--- config.mk ---
export PLATFORM = sky130hd
export DESIGN_NAME = ff_header_xor_frame_parser
export DESIGN_NICKNAME = d
export VERILOG_FILES = /design/src/hw/rtl/ffhx_pkg.sv /design/src/hw/rtl/ffhx_ram.sv /design/src/hw/rtl/ff_header_xor_frame_parser.sv
export SDC_FILE = /design/constraint.sdc
export NUM_CORES = 1
export LEC_CHECK = 0
export BUFFER_PORTS_ARGS = -buffer_cell sky130_fd_sc_hd__buf_2
export CAP_MARGIN = 20
export CORE_MARGIN = 3
export CORE_UTILIZATION = 55
export DETAILED_ROUTE_END_ITERATION = 7
export GPL_TIMING_DRIVEN = 0
export MAX_ROUTING_LAYER = met4
export PLACE_DENSITY = 0.73
export SLEW_MARGIN = 20
export SYNTH_ARGS = -nofsm -noshare
export SYNTH_HDL_FRONTEND = slang
export SYNTH_SLANG_ARGS = --single-unit
--- constraint.sdc ---
create_clock -name clock -period 8.2 [get_ports clock]
set_input_delay 0.82 -clock clock [delete_from_list [all_inputs] [get_ports clock]]
set_output_delay 0.82 -clock clock [all_outputs]
set_load 0.005 [all_outputs]
--- src/hw/rtl/ffhx_pkg.sv ---
package ffhx_pkg;

   // Frame and store geometry
   localparam int FRAME_BYTES = 32;
   localparam int STORE_BYTES = 64;
   localparam int HDR_BYTES   = 4;

   localparam logic [7:0] SYNC_BYTE = 8'hFF;

   // Byte positions inside a frame
   localparam int CMD_POS     = 8;
   localparam int FIELD_FIRST = 12;
   localparam int FIELD_LAST  = 27;

   localparam int PTR_W  = $clog2(STORE_BYTES);
   localparam int CNT_W  = $clog2(STORE_BYTES + 1);
   localparam int RUN_W  = $clog2(HDR_BYTES + 1);
   localparam int BODY_W = 8 * (FIELD_LAST - FIELD_FIRST + 1);

   // Ring address: base plus offset, folded back into the store
   function automatic logic [PTR_W-1:0] wrap_add(input logic [PTR_W-1:0] base,
                                                 input logic [CNT_W-1:0] offs);
      logic [CNT_W:0] sum;
      sum = {{(CNT_W + 1 - PTR_W){1'b0}}, base} + {1'b0, offs};
      if (sum >= (CNT_W + 1)'(STORE_BYTES)) begin
         sum = sum - (CNT_W + 1)'(STORE_BYTES);
      end
      return sum[PTR_W-1:0];
   endfunction

endpackage

--- src/hw/rtl/ffhx_ram.sv ---
module ffhx_ram #(
   parameter int WIDTH = 8,
   parameter int DEPTH = 64
) (
   input  logic                     clock,
   input  logic                     wr_en,
   input  logic [$clog2(DEPTH)-1:0] wr_addr,
   input  logic [WIDTH-1:0]         wr_data,
   input  logic [$clog2(DEPTH)-1:0] rd_addr,
   output logic [WIDTH-1:0]         rd_data
);

   logic [WIDTH-1:0] mem [DEPTH];

   // Write one entry, read one entry with registered data
   always_ff @(posedge clock) begin
      if (wr_en) begin
         mem[wr_addr] <= wr_data;
      end
      rd_data <= mem[rd_addr];
   end

endmodule

--- src/hw/rtl/ff_header_xor_frame_parser.sv ---
// Each input byte is written to the store. While fewer than four bytes are stored, the
// result is posted with no header hunt. Otherwise the store is hunted for a header,
// realigned and the result posted; an aligned full frame first has its checksum walked.
// No new byte is taken until the result for the last one is loaded, which waits for
// rsp_ready; the single frame RAM read port, walked one byte per cycle, sets the pace.
// Reset (synchronous, active high) empties the store and clears the command register.
module ff_header_xor_frame_parser (
   input  logic               clock,
   input  logic               reset,
   input  logic               req_valid,
   output logic               req_ready,
   input  logic [7:0]         req_rx_byte,
   output logic               rsp_valid,
   input  logic               rsp_ready,
   output logic               rsp_frame_valid,
   output logic [31:0]        rsp_anchor_id,
   output logic [31:0]        rsp_tag_id,
   output logic [31:0]        rsp_range_cm,
   output logic signed [15:0] rsp_azimuth,
   output logic signed [15:0] rsp_elevation,
   input  logic               csr_wr_en,
   input  logic [15:0]        csr_wr_data
);

   typedef enum logic [4:0] {
      ST_IDLE   = 5'b00001,
      ST_SCAN   = 5'b00010,
      ST_ALIGN  = 5'b00100,
      ST_CHECK  = 5'b01000,
      ST_RESULT = 5'b10000
   } state_type;

   state_type state_ff, state_in;

   logic [ffhx_pkg::PTR_W-1:0]  head_ff, head_in;
   logic [ffhx_pkg::CNT_W-1:0]  fill_ff, fill_in;
   logic [ffhx_pkg::CNT_W-1:0]  rd_pos_ff, rd_pos_in;
   logic [ffhx_pkg::CNT_W-1:0]  rd_idx_ff, rd_idx_in;
   logic                        rd_vld_ff, rd_vld_in;
   logic [ffhx_pkg::RUN_W-1:0]  run_ff, run_in;
   logic                        hdr_ok_ff, hdr_ok_in;
   logic                        pass_ff, pass_in;
   logic [7:0]                  xor_ff, xor_in;
   logic [15:0]                 cmd_ff, cmd_in;
   logic [ffhx_pkg::BODY_W-1:0] body_ff, body_in;
   logic [15:0]                 loc_cmd_ff;
   logic                        rsp_valid_ff, rsp_valid_in;

   logic                        ram_we;
   logic [ffhx_pkg::PTR_W-1:0]  ram_waddr;
   logic [ffhx_pkg::PTR_W-1:0]  ram_raddr;
   logic [7:0]                  ram_rdata;

   logic [ffhx_pkg::CNT_W-1:0]  rd_limit;
   logic                        issue;
   logic [ffhx_pkg::RUN_W-1:0]  run_next;
   logic [ffhx_pkg::CNT_W-1:0]  fill_inc;
   logic [ffhx_pkg::CNT_W-1:0]  shift;
   logic                        frame_ok;
   logic                        rsp_load;

   ffhx_ram #(
      .WIDTH (8),
      .DEPTH (ffhx_pkg::STORE_BYTES)
   ) u_store (
      .clock   (clock),
      .wr_en   (ram_we),
      .wr_addr (ram_waddr),
      .wr_data (req_rx_byte),
      .rd_addr (ram_raddr),
      .rd_data (ram_rdata)
   );

   assign req_ready = (state_ff == ST_IDLE);
   assign rsp_valid = rsp_valid_ff;

   // Read sequencing shared by the header hunt and the frame check
   assign rd_limit  = (state_ff == ST_CHECK) ? ffhx_pkg::CNT_W'(ffhx_pkg::FRAME_BYTES) : fill_ff;
   assign issue     = ((state_ff == ST_SCAN) || (state_ff == ST_CHECK)) && (rd_pos_ff < rd_limit);
   assign ram_raddr = ffhx_pkg::wrap_add(head_ff, rd_pos_ff);
   assign ram_waddr = ffhx_pkg::wrap_add(head_ff, fill_ff);
   assign run_next  = (ram_rdata == ffhx_pkg::SYNC_BYTE) ? run_ff + 1'b1 : '0;
   assign fill_inc  = fill_ff + 1'b1;
   assign shift     = rd_idx_ff - ffhx_pkg::CNT_W'(ffhx_pkg::HDR_BYTES - 1);
   assign frame_ok  = (xor_ff == ram_rdata) && (cmd_ff == loc_cmd_ff);

   // Sequencer
   always_comb begin
      state_in     = state_ff;
      head_in      = head_ff;
      fill_in      = fill_ff;
      rd_pos_in    = issue ? rd_pos_ff + 1'b1 : rd_pos_ff;
      rd_idx_in    = rd_pos_ff;
      rd_vld_in    = issue;
      run_in       = run_ff;
      hdr_ok_in    = hdr_ok_ff;
      pass_in      = pass_ff;
      xor_in       = xor_ff;
      cmd_in       = cmd_ff;
      body_in      = body_ff;
      ram_we       = 1'b0;
      rsp_load     = 1'b0;
      case (state_ff)
         ST_IDLE: begin
            if (req_valid) begin
               ram_we  = 1'b1;
               pass_in = 1'b0;
               if (fill_inc >= ffhx_pkg::CNT_W'(ffhx_pkg::STORE_BYTES)) begin
                  // store full: empty it, no frame
                  fill_in  = '0;
                  head_in  = '0;
                  state_in = ST_RESULT;
               end else if (fill_inc >= ffhx_pkg::CNT_W'(ffhx_pkg::HDR_BYTES)) begin
                  fill_in   = fill_inc;
                  rd_pos_in = '0;
                  run_in    = '0;
                  state_in  = ST_SCAN;
               end else begin
                  fill_in  = fill_inc;
                  state_in = ST_RESULT;
               end
            end
         end
         ST_SCAN: begin
            if (rd_vld_ff) begin
               run_in = run_next;
               if (run_next == ffhx_pkg::RUN_W'(ffhx_pkg::HDR_BYTES)) begin
                  // header found: move it to the front
                  head_in   = ffhx_pkg::wrap_add(head_ff, shift);
                  fill_in   = fill_ff - shift;
                  hdr_ok_in = 1'b1;
                  state_in  = ST_ALIGN;
               end
            end else if (rd_pos_ff >= fill_ff) begin
               // no header anywhere: drop the oldest byte
               head_in   = ffhx_pkg::wrap_add(head_ff, ffhx_pkg::CNT_W'(1));
               fill_in   = fill_ff - 1'b1;
               hdr_ok_in = 1'b0;
               state_in  = ST_ALIGN;
            end
         end
         ST_ALIGN: begin
            rd_vld_in = 1'b0;
            if (fill_ff >= ffhx_pkg::CNT_W'(ffhx_pkg::FRAME_BYTES)) begin
               if (hdr_ok_ff) begin
                  rd_pos_in = '0;
                  xor_in    = '0;
                  state_in  = ST_CHECK;
               end else begin
                  head_in  = ffhx_pkg::wrap_add(head_ff, ffhx_pkg::CNT_W'(1));
                  fill_in  = fill_ff - 1'b1;
                  state_in = ST_RESULT;
               end
            end else begin
               state_in = ST_RESULT;
            end
         end
         ST_CHECK: begin
            if (rd_vld_ff) begin
               if (rd_idx_ff == ffhx_pkg::CNT_W'(ffhx_pkg::FRAME_BYTES - 1)) begin
                  // last byte is the checksum
                  pass_in = frame_ok;
                  if (frame_ok) begin
                     fill_in = '0;
                     head_in = '0;
                  end else begin
                     head_in = ffhx_pkg::wrap_add(head_ff, ffhx_pkg::CNT_W'(1));
                     fill_in = fill_ff - 1'b1;
                  end
                  state_in = ST_RESULT;
               end else begin
                  xor_in = xor_ff ^ ram_rdata;
                  if ((rd_idx_ff == ffhx_pkg::CNT_W'(ffhx_pkg::CMD_POS)) ||
                      (rd_idx_ff == ffhx_pkg::CNT_W'(ffhx_pkg::CMD_POS + 1))) begin
                     cmd_in = {cmd_ff[7:0], ram_rdata};
                  end
                  if ((rd_idx_ff >= ffhx_pkg::CNT_W'(ffhx_pkg::FIELD_FIRST)) &&
                      (rd_idx_ff <= ffhx_pkg::CNT_W'(ffhx_pkg::FIELD_LAST))) begin
                     body_in = {body_ff[ffhx_pkg::BODY_W-9:0], ram_rdata};
                  end
               end
            end
         end
         ST_RESULT: begin
            if (!rsp_valid_ff || rsp_ready) begin
               rsp_load = 1'b1;
               state_in = ST_IDLE;
            end
         end
         default: begin
            state_in = ST_IDLE;
         end
      endcase
   end

   // Hold the result until the transfer completes
   always_comb begin
      rsp_valid_in = rsp_valid_ff;
      if (rsp_load) begin
         rsp_valid_in = 1'b1;
      end else if (rsp_ready) begin
         rsp_valid_in = 1'b0;
      end
   end

   // Control registers
   always_ff @(posedge clock) begin
      if (reset) begin
         state_ff     <= ST_IDLE;
         head_ff      <= '0;
         fill_ff      <= '0;
         rd_pos_ff    <= '0;
         rd_vld_ff    <= 1'b0;
         run_ff       <= '0;
         hdr_ok_ff    <= 1'b0;
         pass_ff      <= 1'b0;
         rsp_valid_ff <= 1'b0;
         loc_cmd_ff   <= '0;
      end else begin
         state_ff     <= state_in;
         head_ff      <= head_in;
         fill_ff      <= fill_in;
         rd_pos_ff    <= rd_pos_in;
         rd_vld_ff    <= rd_vld_in;
         run_ff       <= run_in;
         hdr_ok_ff    <= hdr_ok_in;
         pass_ff      <= pass_in;
         rsp_valid_ff <= rsp_valid_in;
         if (csr_wr_en) begin
            loc_cmd_ff <= csr_wr_data;
         end
      end
   end

   // Datapath registers
   always_ff @(posedge clock) begin
      rd_idx_ff <= rd_idx_in;
      xor_ff    <= xor_in;
      cmd_ff    <= cmd_in;
      body_ff   <= body_in;
   end

   // Load the result; fields read zero for a rejected byte
   always_ff @(posedge clock) begin
      if (rsp_load) begin
         rsp_frame_valid <= pass_ff;
         rsp_anchor_id   <= pass_ff ? body_ff[127:96] : '0;
         rsp_tag_id      <= pass_ff ? body_ff[95:64]  : '0;
         rsp_range_cm    <= pass_ff ? body_ff[63:32]  : '0;
         rsp_azimuth     <= pass_ff ? body_ff[31:16]  : '0;
         rsp_elevation   <= pass_ff ? body_ff[15:0]   : '0;
      end
   end

`ifndef SYNTHESIS
   a_fill_below_store: assert property (@(posedge clock) disable iff (reset)
      fill_ff < ffhx_pkg::CNT_W'(ffhx_pkg::STORE_BYTES))
      else $error("fill count reached store capacity");

   a_busy_after_accept: assert property (@(posedge clock) disable iff (reset)
      req_valid && req_ready |=> !req_ready)
      else $error("input ready right after a transfer");

   a_check_needs_frame: assert property (@(posedge clock) disable iff (reset)
      state_ff == ST_CHECK |-> hdr_ok_ff && (fill_ff >= ffhx_pkg::CNT_W'(ffhx_pkg::FRAME_BYTES)))
      else $error("frame check without aligned full frame");

   a_good_frame_clears: assert property (@(posedge clock) disable iff (reset)
      rsp_load && pass_ff |=> fill_ff == '0)
      else $error("store not emptied after good frame");

   a_zero_when_invalid: assert property (@(posedge clock) disable iff (reset)
      rsp_valid && !rsp_frame_valid |-> (rsp_anchor_id == '0) && (rsp_tag_id == '0) &&
      (rsp_range_cm == '0) && (rsp_azimuth == '0) && (rsp_elevation == '0))
      else $error("nonzero fields on rejected result");
`endif

endmodule
# == After elaboration in Yosys (flattened, before gate mapping) ==
# Memory sizes are Yosys's and may differ from the RTL's. A register that Yosys moved wholly into a read port is not among the register bits.
# Cells that the tools add are included.
# word_totals
output_inout_bits,131
ramBits,512
regBits,336
n_memories,1
# memory_table
name,depth,word_bits,rd,rd_clocked_by_memory_dff,write_ports,line,rtl
u_store.mem,64,8,1,1,1,ffhx_ram.sv:13,logic [WIDTH-1:0] mem [DEPTH];
# op_classes
eq_ne,27
addsub,14
magnitude_cmp,11
bitwise,2
reduce_logical,23
muxes,72
# ops
operator,n
two-way mux 7 bit,17
two-way mux 6 bit,14
two-way mux 5 bit,11
two-way mux 8 bit,4
one-hot mux 7 bit (4 select lines),1
one-hot mux 5 bit (5 select lines),1
adder 6 x 7 -> 8 bit,3
greater-or-equal comparator 8 x 7 -> 1 bit (second input constant),3
one-hot mux 6 bit (4 select lines),1
subtractor 6 x 1 -> 6 bit (second input constant),4
inequality test 2 bit (second input constant),9
== test 16 bit,1
one-hot mux 8 bit (2 select lines),1
two-way mux 3 bit,5
adder 7 x 1 -> 7 bit (second input constant),2
== test 7 x 4 -> 1 bit (second input constant),2
greater-or-equal comparator 7 bit (second input constant),2
two-way mux 1 bit,14
one-hot mux 7 bit (2 select lines),1
AND reduction 4 bit,3
AND reduction 5 bit,2
nonzero test 2 bit,5
AND reduction 9 bit,1
== test 8 bit,1
33 further kinds,41

# == Longest topological paths before layout ==
# Gate-level depths: netlist of run 1.
# depth
ltp_word,9
mapped_depth,11
mapped_depth_nobuf,11

# == Cells and area by module ==
# From an unflattened synthesis of run 1, not the netlist that was laid out.
# unflattened
hier_cells,1870
hier_area_um2,33567.2
# modules_own_cells
mod,seq_area_each_um2,area_each_um2,n_inst,cells_each
ffhx_ram,15534.9,20064.2,1,930
ff_header_xor_frame_parser,9539.1,13503.0,1,940

# == Least setup slack after synthesis of run 1 ==
# OpenSTA, ideal clock, no wires.
# synth_timing
path_kind,register to register
start,reg state_ff[0]
end,"reg rsp_anchor_id[0], enable pin"
arrival_ps,6828
path_buffers,0
path_stages_with_launch,4
setup_slack_ps,738
required_ps,7567
path_cell_list,dfxtp_1 > nor2_1 > or4bb_1 > nor2b_1
# synth_via
elab_chain_cells,2
# synth_rtl
element,line,rtl
start: declaration,ff_header_xor_frame_parser.sv:33,"state_type state_ff, state_in;"
start signal: assignment,ff_header_xor_frame_parser.sv:220,state_ff <= state_in;
== test 5 bit,ff_header_xor_frame_parser.sv:103,case (state_ff)
two-way mux 1 bit,ff_header_xor_frame_parser.sv:103,
via rsp_load,ff_header_xor_frame_parser.sv:60,logic rsp_load;
end signal: assignment,ff_header_xor_frame_parser.sv:247,rsp_anchor_id <= pass_ff ? body_ff[127:96] : '0;
end: declaration,ff_header_xor_frame_parser.sv:16,"output logic [31:0] rsp_anchor_id,"
# The timed path passes the listed nets, and every way through them passes these cells.
# A chain may end at the register's enable or synchronous reset.

# == Worst setup path after layout of run 1 ==
# layout_timing
start,reg rd_pos_ff (netlist bit rd_idx_in[0])
end,reg u_store.rd_data[1] (read register of u_store.mem)
# layout_via
elab_chain_cells,3
# layout_rtl
element,line,rtl
start: declaration,ff_header_xor_frame_parser.sv:37,"logic [ffhx_pkg::CNT_W-1:0] rd_pos_ff, rd_pos_in;"
start signal: assignment,ff_header_xor_frame_parser.sv:223,rd_pos_ff <= rd_pos_in;
adder 6 x 7 -> 8 bit *,ffhx_pkg.sv:24,"sum = {{(CNT_W + 1 - PTR_W){1'b0}}, base} + {1'b0, offs};"
greater-or-equal comparator 8 x 7 -> 1 bit or subtractor 6 x 1 -> 6 bit (tied branches),"ffhx_pkg.sv:25, ffhx_pkg.sv:26",
two-way mux 6 bit *,ffhx_pkg.sv:25,if (sum >= (CNT_W + 1)'(STORE_BYTES)) begin
end: declaration,ffhx_ram.sv:10,output logic [WIDTH-1:0] rd_data
# Every way passes the cells marked *; elsewhere a longest branch is shown, timed or not.

==> impl_metrics.yaml, run 1 <==
critical_path:
  required_ns: 8.66
  critPathSlowestCell: "clkbuf_1"
  cp-end-kind: "register"
  worstSetupPathType: "reg2reg"
  cp.arrival_ns: 4.87
  path_max_fanout: 10
  worstSetupStartpointType: "register"
  path_cells: "ha_1 -> fa_1 -> buf_2 -> buf_1 -> clkbuf_1 -> mux4_2 -> mux4_2 -> mux2i_1 -> a21oi_1"
  cp_common_cell: "mux4_2"
  cpPeakStageDelay_ns: 0.64
drt:
  wire_per_inst_um: 24.8
  vias_per_cell: 6.03
  vias: 17339
  ant_nets: 0
  wl_mm: 71.2
  dr.pass1.iters: 6
  initialDrtViolationCount: 1812
  drc: 0
yosys:
  synth_compound_area_share_pct: 2.71
  synth_top_area_share_pct: 71.1
  postSynthCellCount: 1780
  synth_top_family_by_area: "multiplexers"
  synth_commonest_cells: "793 x edfxtp_1, 160 x mux4_2, 138 x nor2_1"
  synth_area_per_cell_um2: 18.8
  synthAdderAreaFrac_pct: 1.81
  synth-seq-area-share_pct: 74.9
  synth-simple-area-share_pct: 6.16
  yosysUniqueCellTypes: 72
  synth_nets: 1855
  async_flop_share_pct: 0
  synth_edf_count: 793
  synthXorXnorAreaFrac_pct: 1.67
  yosysMostFrequentCell: "edfxtp_1"
  yosys_register_bits: 856
  synthMuxAreaShare_pct: 11.5
  syn_area_um2: 33500
  yosys.area.top_type: "edfxtp_1"
  yosys_warnings: 0
  synthTopCellsByArea: "edfxtp_1 71%, mux4_2 11%, dfxtp_1 3.8%"
  synth_flop_cell: "edfxtp_1"
floorplanning:
  fp.dieW_um: 253
  io_pins: 160
  rows: 89
  die_h_um: 253
  initial_core_util_pct: 56.2
  die_area_um2: 63900
  core_area_um2: 59600
clock_tree:
  cts-root-buf: "clkbuf_16"
  clk_latency_ns: 0.64
  cts.sinks: 856
  ctsResizeCount: 0
  clk_pin_slew_worst_paths_ns: 0.07
  numCtsBuffers: 83
  clock_tree.buffer_depth: 3
  cts_hold_buf: 0
  cts_tree: "built"
  cts_setup_buffers: 0
  h-tree-depth: 3
placement:
  placed_area_um2: 35500
  dp_hpwl_mm: 46.2
  port_buffers: 157
  placed_cells: 2722
  place.gp.congestion: 0.882
power:
  power_density_nw_per_um2: 253
  ir_drop_uv: 209
  leakage_nw: 12.3
global_routing:
  grt_max_degree: 65
  grt_overflow: 0
  grt_first_pass_wirelength_mm: 108
  antenna_found_initial: 1
  grt_use_total_pct: 23.4
  grt_pass1_vias: 17269
cells_and_area:
  nFillCells: 3920
  drive_gt1_share_pct: 23.3
  final_cells: 2875
  area_delta_synth_final_pct: 14.3
  num-nets-final: 2109
  final_area_um2: 38300
sta:
  period_needed_ns: 4.41
  rsz0062_at_grt: "no"
  max_freq_mhz: 227
  whs_ns: 0.420
  setup_viol: 0
  slew_viol_final: 0
  relSlewSlack_pct: 36.7
  finalHoldViolCount: 0
  finalCritPeriodShare_pct: 53.7
  clock_skew_ns: 0.0212
  worst_slew_pin_slew_ns: 0.947
run:
  cap_viol_max_count: 0
run_status:
  status: "completed"
worst_hold_path:
  min_path_type: "reg2reg"
-- layout make-up --
type / instances / area (um^2) / area share, %
multi-input combinational: 827 / 8010 / 20.9
tap: 773 / 967 / 2.53
clock buffer: 102 / 2180 / 5.69
antenna: 1 / 2.50 / 0.00654
buffer: 70 / 323 / 0.843
timing repair buffer: 169 / 1060 / 2.76
clock inverter: 50 / 559 / 1.46
inverter: 27 / 101 / 0.265
sequential: 856 / 25100 / 65.5
-- placed cells by master (no fill, tap or decap), types with 9 or more instances in the layout --
cell / synthesis / routed
xor2_1: 26 / 26
clkinv_1: 0 / 14
and3_1: 9 / 9
buf_2: 15 / 165
mux4_2: 160 / 160
ha_1: 42 / 42
nor3_1: 11 / 11
clkbuf_16: 0 / 84
nand2_1: 38 / 38
mux2i_1: 25 / 25
o21ai_1: 9 / 9
a211oi_1: 12 / 12
and2_1: 131 / 131
a21oi_1: 40 / 40
clkbuf_1: 43 / 60
bufinv_16: 0 / 9
o21ai_0: 14 / 14
clkinv_2: 0 / 16
buf_4: 7 / 16
dfxtp_1: 63 / 63
edfxtp_1: 793 / 793
nand3_1: 17 / 17
nor2_1: 138 / 137
nor2b_1: 11 / 10
nand4_1: 11 / 11
inv_1: 26 / 26
xnor2_1: 38 / 38
-- critical path, delay by kind of cell, from the launching register on --
family          cells  cell delay, ns
buf+inv             3            1.53
mux                 3            1.27
fa+ha+maj           2            0.79
compound gates      1            0.18
flops               1            0.44
-- metrics by stage --
step	utilization (%)	setup WS (ns)	total power, W	TNS [ns]
6_report	64.2	3.79	0.00967	0
5_1_grt	64.2	3.61	0.00998	0
4_1_cts	64.2	3.80	0.00972	0
3_5_place_dp	59.6	3.85	0.00593	0
3_3_place_gp	59.2	-1.93	0.00591	-490.25
2_1_floorplan	-	0.738	0.00557	0
-- metal layers --
| metal | vias to the layer above | track usage [%] | part of all wire [%] |
|---|---|---|---|
| li1 | 7547 | - | - |
| met1 | 8898 | 33.0 | 42 |
| met4 | 0 | 6.61 | 2.7 |
| met5 | - | - | 0 |
| met2 | 765 | 36.2 | 48 |
| met3 | 129 | 3.86 | 7.7 |
-- worst paths after layout --
| path | from | end | slack [ns] | cells past startpoint |
|---|---|---|---|---|
| max | rd_idx_in[0] | u_store.rd_data[1] | 3.79 | 9 |
| min | rd_idx_in[6] | rd_idx_ff[6] | 0.42 | 0 |
| max reg2reg | rd_idx_in[0] | u_store.rd_data[1] | 3.79 | 9 |
| min reg2reg | rd_idx_in[6] | rd_idx_ff[6] | 0.42 | 0 |
-- where the power goes --
| part | switching (W) | total (W) | internal (W) | leakage (nW) |
|---|---|---|---|---|
| logic | 0.000541 | 0.000852 | 0.000311 | 3.49 |
| clock network | 0.00163 | 0.00382 | 0.00219 | 1.34 |
| registers | 0.0000796 | 0.00499 | 0.00491 | 7.48 |
| total | 0.00225 | 0.00967 | 0.00742 | 12.3 |
-- logic make-up (layout without fill, tap and decap cells) --
family | Yosys count | in the layout
AO/OA/AOI/OAI | 136 | 136
XOR/XNOR | 64 | 64
adder cells (fa/ha/maj) | 46 | 46
buffers and inverters | 97 | 418
flip-flops | 856 | 856
multiplexers | 185 | 185
other | 0 | 1
AND/OR/NAND/NOR | 396 | 396
-- registers in the layout (all words and copies together) (netlist names), 32 cells and up --
| signal | flops |
|---|---|
| body_ff | 128 |
| rsp_range_cm | 32 |
| rsp_tag_id | 32 |
| rsp_anchor_id | 32 |
| u_store.mem | 512 |
Note: power is estimated with default switching activity, not from simulation.
==> inputs of run 2 (changes only) <==
Clock period 8.2 ns to 4.14 ns, I/O delays scaled along.
==> run 2 against run 1 <==
Compared with the run above: final area increased by 0.18%; highest routed layer unchanged; clock skew increased by 0.0014 ns; clock-buffer cell count decreased by 6; hold slack got worse by 0.39 ns; critical path depth unchanged; utilization increased by 0.12 points; clock power increased by 100%; sequential power increased by 98%; critical endpoint is now u_store.rd_data[0]; register-to-register slack got worse by 3.6 ns.
==> impl_metrics.yaml, run 2 (same netlist as run 1, synthesis figures left out) <==
cells_and_area:
  mostFrequentLayoutCell: "edfxtp_1"
  final_core_util_pct: 64.4
  reg_top3: "u_store.mem: 512 flops, body_ff: 128 flops"
  area_delta_synth_final_pct: 14.5
  drive_gt1_share_pct: 24.0
  num-nets-final: 2108
  top_register: "u_store.mem"
  final_area_um2: 38300
  largest_register_ffs: 512
  mostFrequentLayoutCells: "793 x edfxtp_1, 168 x buf_2, 160 x mux4_2"
floorplanning:
  rows: 89
  die_h_um: 253
  die_area_um2: 63900
  fp.dieW_um: 253
  io_pins: 160
  core_area_um2: 59600
  initial_core_util_pct: 56.2
global_routing:
  grt_pass1_vias: 17124
  grt_use_total_pct: 23.6
  grt_overflow: 0
  antenna_found_initial: 2
  grt_first_pass_wirelength_mm: 108
  grt_max_degree: 65
drt:
  met1_length_mm: 29.7
  highest_layer: "met4"
  wl_mm: 71.9
  vias: 17219
  met3WireLength_mm: 5.27
  dr.pass1.iters: 5
  wire_per_inst_um: 25.0
  drc: 0
  wl_met2_mm: 35.1
  initialDrtViolationCount: 1764
  ant_nets: 0
  vias_per_cell: 5.99
sta:
  tns_ns: 0
  finalHoldViolCount: 0
  rsz0062_at_grt: "no"
  slew_viol_final: 0
  clock_skew_ns: 0.0226
  relSlewSlack_pct: 37.1
  finalCritPeriodShare_pct: 95.3
  period_needed_ns: 3.95
  worst_slew_pin_slew_ns: 0.942
  max_freq_mhz: 253
  setup_viol: 0
clock_tree:
  h-tree-depth: 3
  cts-root-buf: "clkbuf_16"
  cts_hold_buf: 0
  numCtsBuffers: 84
  clk_latency_ns: 0.64
  cts_tree: "built"
  cts.sinks: 856
  clock_tree.buffer_depth: 3
  clk_pin_slew_worst_paths_ns: 0.06
critical_path:
  reg2reg_depth: 9
  cp.arrival_ns: 4.40
  cpPeakStageDelay_ns: 0.61
  worstSetupPathType: "reg2reg"
  cp-end-kind: "register"
  path_max_fanout: 19
  path_cells: "ha_1 -> fa_1 -> buf_2 -> clkbuf_2 -> mux4_2 -> mux4_2 -> nor2b_1 -> a211oi_1 -> a21oi_1"
  critPathSlowestCell: "clkbuf_2"
  worstSetupStartpointType: "register"
  cp_common_cell: "mux4_2"
  required_ns: 4.60
  rr_startpoint: "rd_idx_in[0]"
  ff2ff_setup_slack_ns: 0.19
  crit_buf_inv: 2
  worstReg2RegEnd: "u_store.rd_data[0]"
  cp_top_family: "multiplexers"
placement:
  dp_hpwl_mm: 47.0
  place.gp.congestion: 0.906
  port_buffers: 157
  placed_area_um2: 35500
run_status:
  status: "completed"
worst_hold_path:
  min_path_cells: 3
  min_path_type: "in2reg"
  hold_end: "loc_cmd_ff[1]"
  min-delay-start: "csr_wr_data[1]"
power:
  power.total_w: 0.0193
  power_density_nw_per_um2: 504
  ir_drop_uv: 355
  leakage_nw: 12.4
run:
  cap_viol_max_count: 0
==> run 2: changes by cell type in the layout (fill, tap and decap cells not counted), sizes merged <==
cell    delta
clkbuf     -7
bufinv     +3
buf        -1
inv        +4
clkinv     +2
==> run 2: what timing repair did <==
action	in CTS	in global routing
gates resized for setup	5	4
setup buffers	0	0
setup endpoints to repair	8	2
==> run 2: worst max-delay path by stage <==
stage | from | to | depth (start not counted)
2_1_floorplan | state_ff[3] | body_ff[0] | 5
3_3_place_gp | state_ff[3] | body_ff[86] | 5
3_5_place_dp | rd_idx_in[0] | u_store.rd_data[2] | 9
4_1_cts | rd_idx_in[0] | u_store.rd_data[5] | 8
5_1_grt | rd_idx_in[0] | u_store.rd_data[0] | 9
6_report | rd_idx_in[0] | u_store.rd_data[0] | 9
==> run 2: tightest hold or removal path, cell delays in order <==
cell and delay (ns):
buf_2 0.07, mux2i_1 0.06, nor2_1 0.08
==> run 2: per-layer routing <==
metal | vias up | track usage, %
li1 | 7546 | -
met1 | 8811 | 32.7
met2 | 737 | 37.1
met3 | 125 | 3.84
met4 | 0 | 6.29
met5 | - | -
==> run 2: cell type report <==
class,instances,area (um^2)
plain buffers,68,324
repair buffers,169,1050
fillers,3902,21200
diodes,1,2.50
multi-input cells,827,8010
inverters,27,101
flip-flops and latches,856,25100
clock inverters,59,667
well taps,773,967
clock buffers,96,2150
==> run 2: metrics by stage <==
step	instances	setup slack (ns)	hold WS (ns)
after floorplan	1780	0.539	0.382
final	2876	0.195	0.0330
after global placement	2710	-0.889	0.412
after global routing	2876	0.0701	0.0234
after CTS	2876	0.0853	0.0112
after detailed placement	2722	-0.252	0.421
==> run 2: power by group <==
part / internal (W) / switching [W]
sequential: 0.00973 / 0.000164
clock: 0.00451 / 0.00323
combinational: 0.000613 / 0.00108
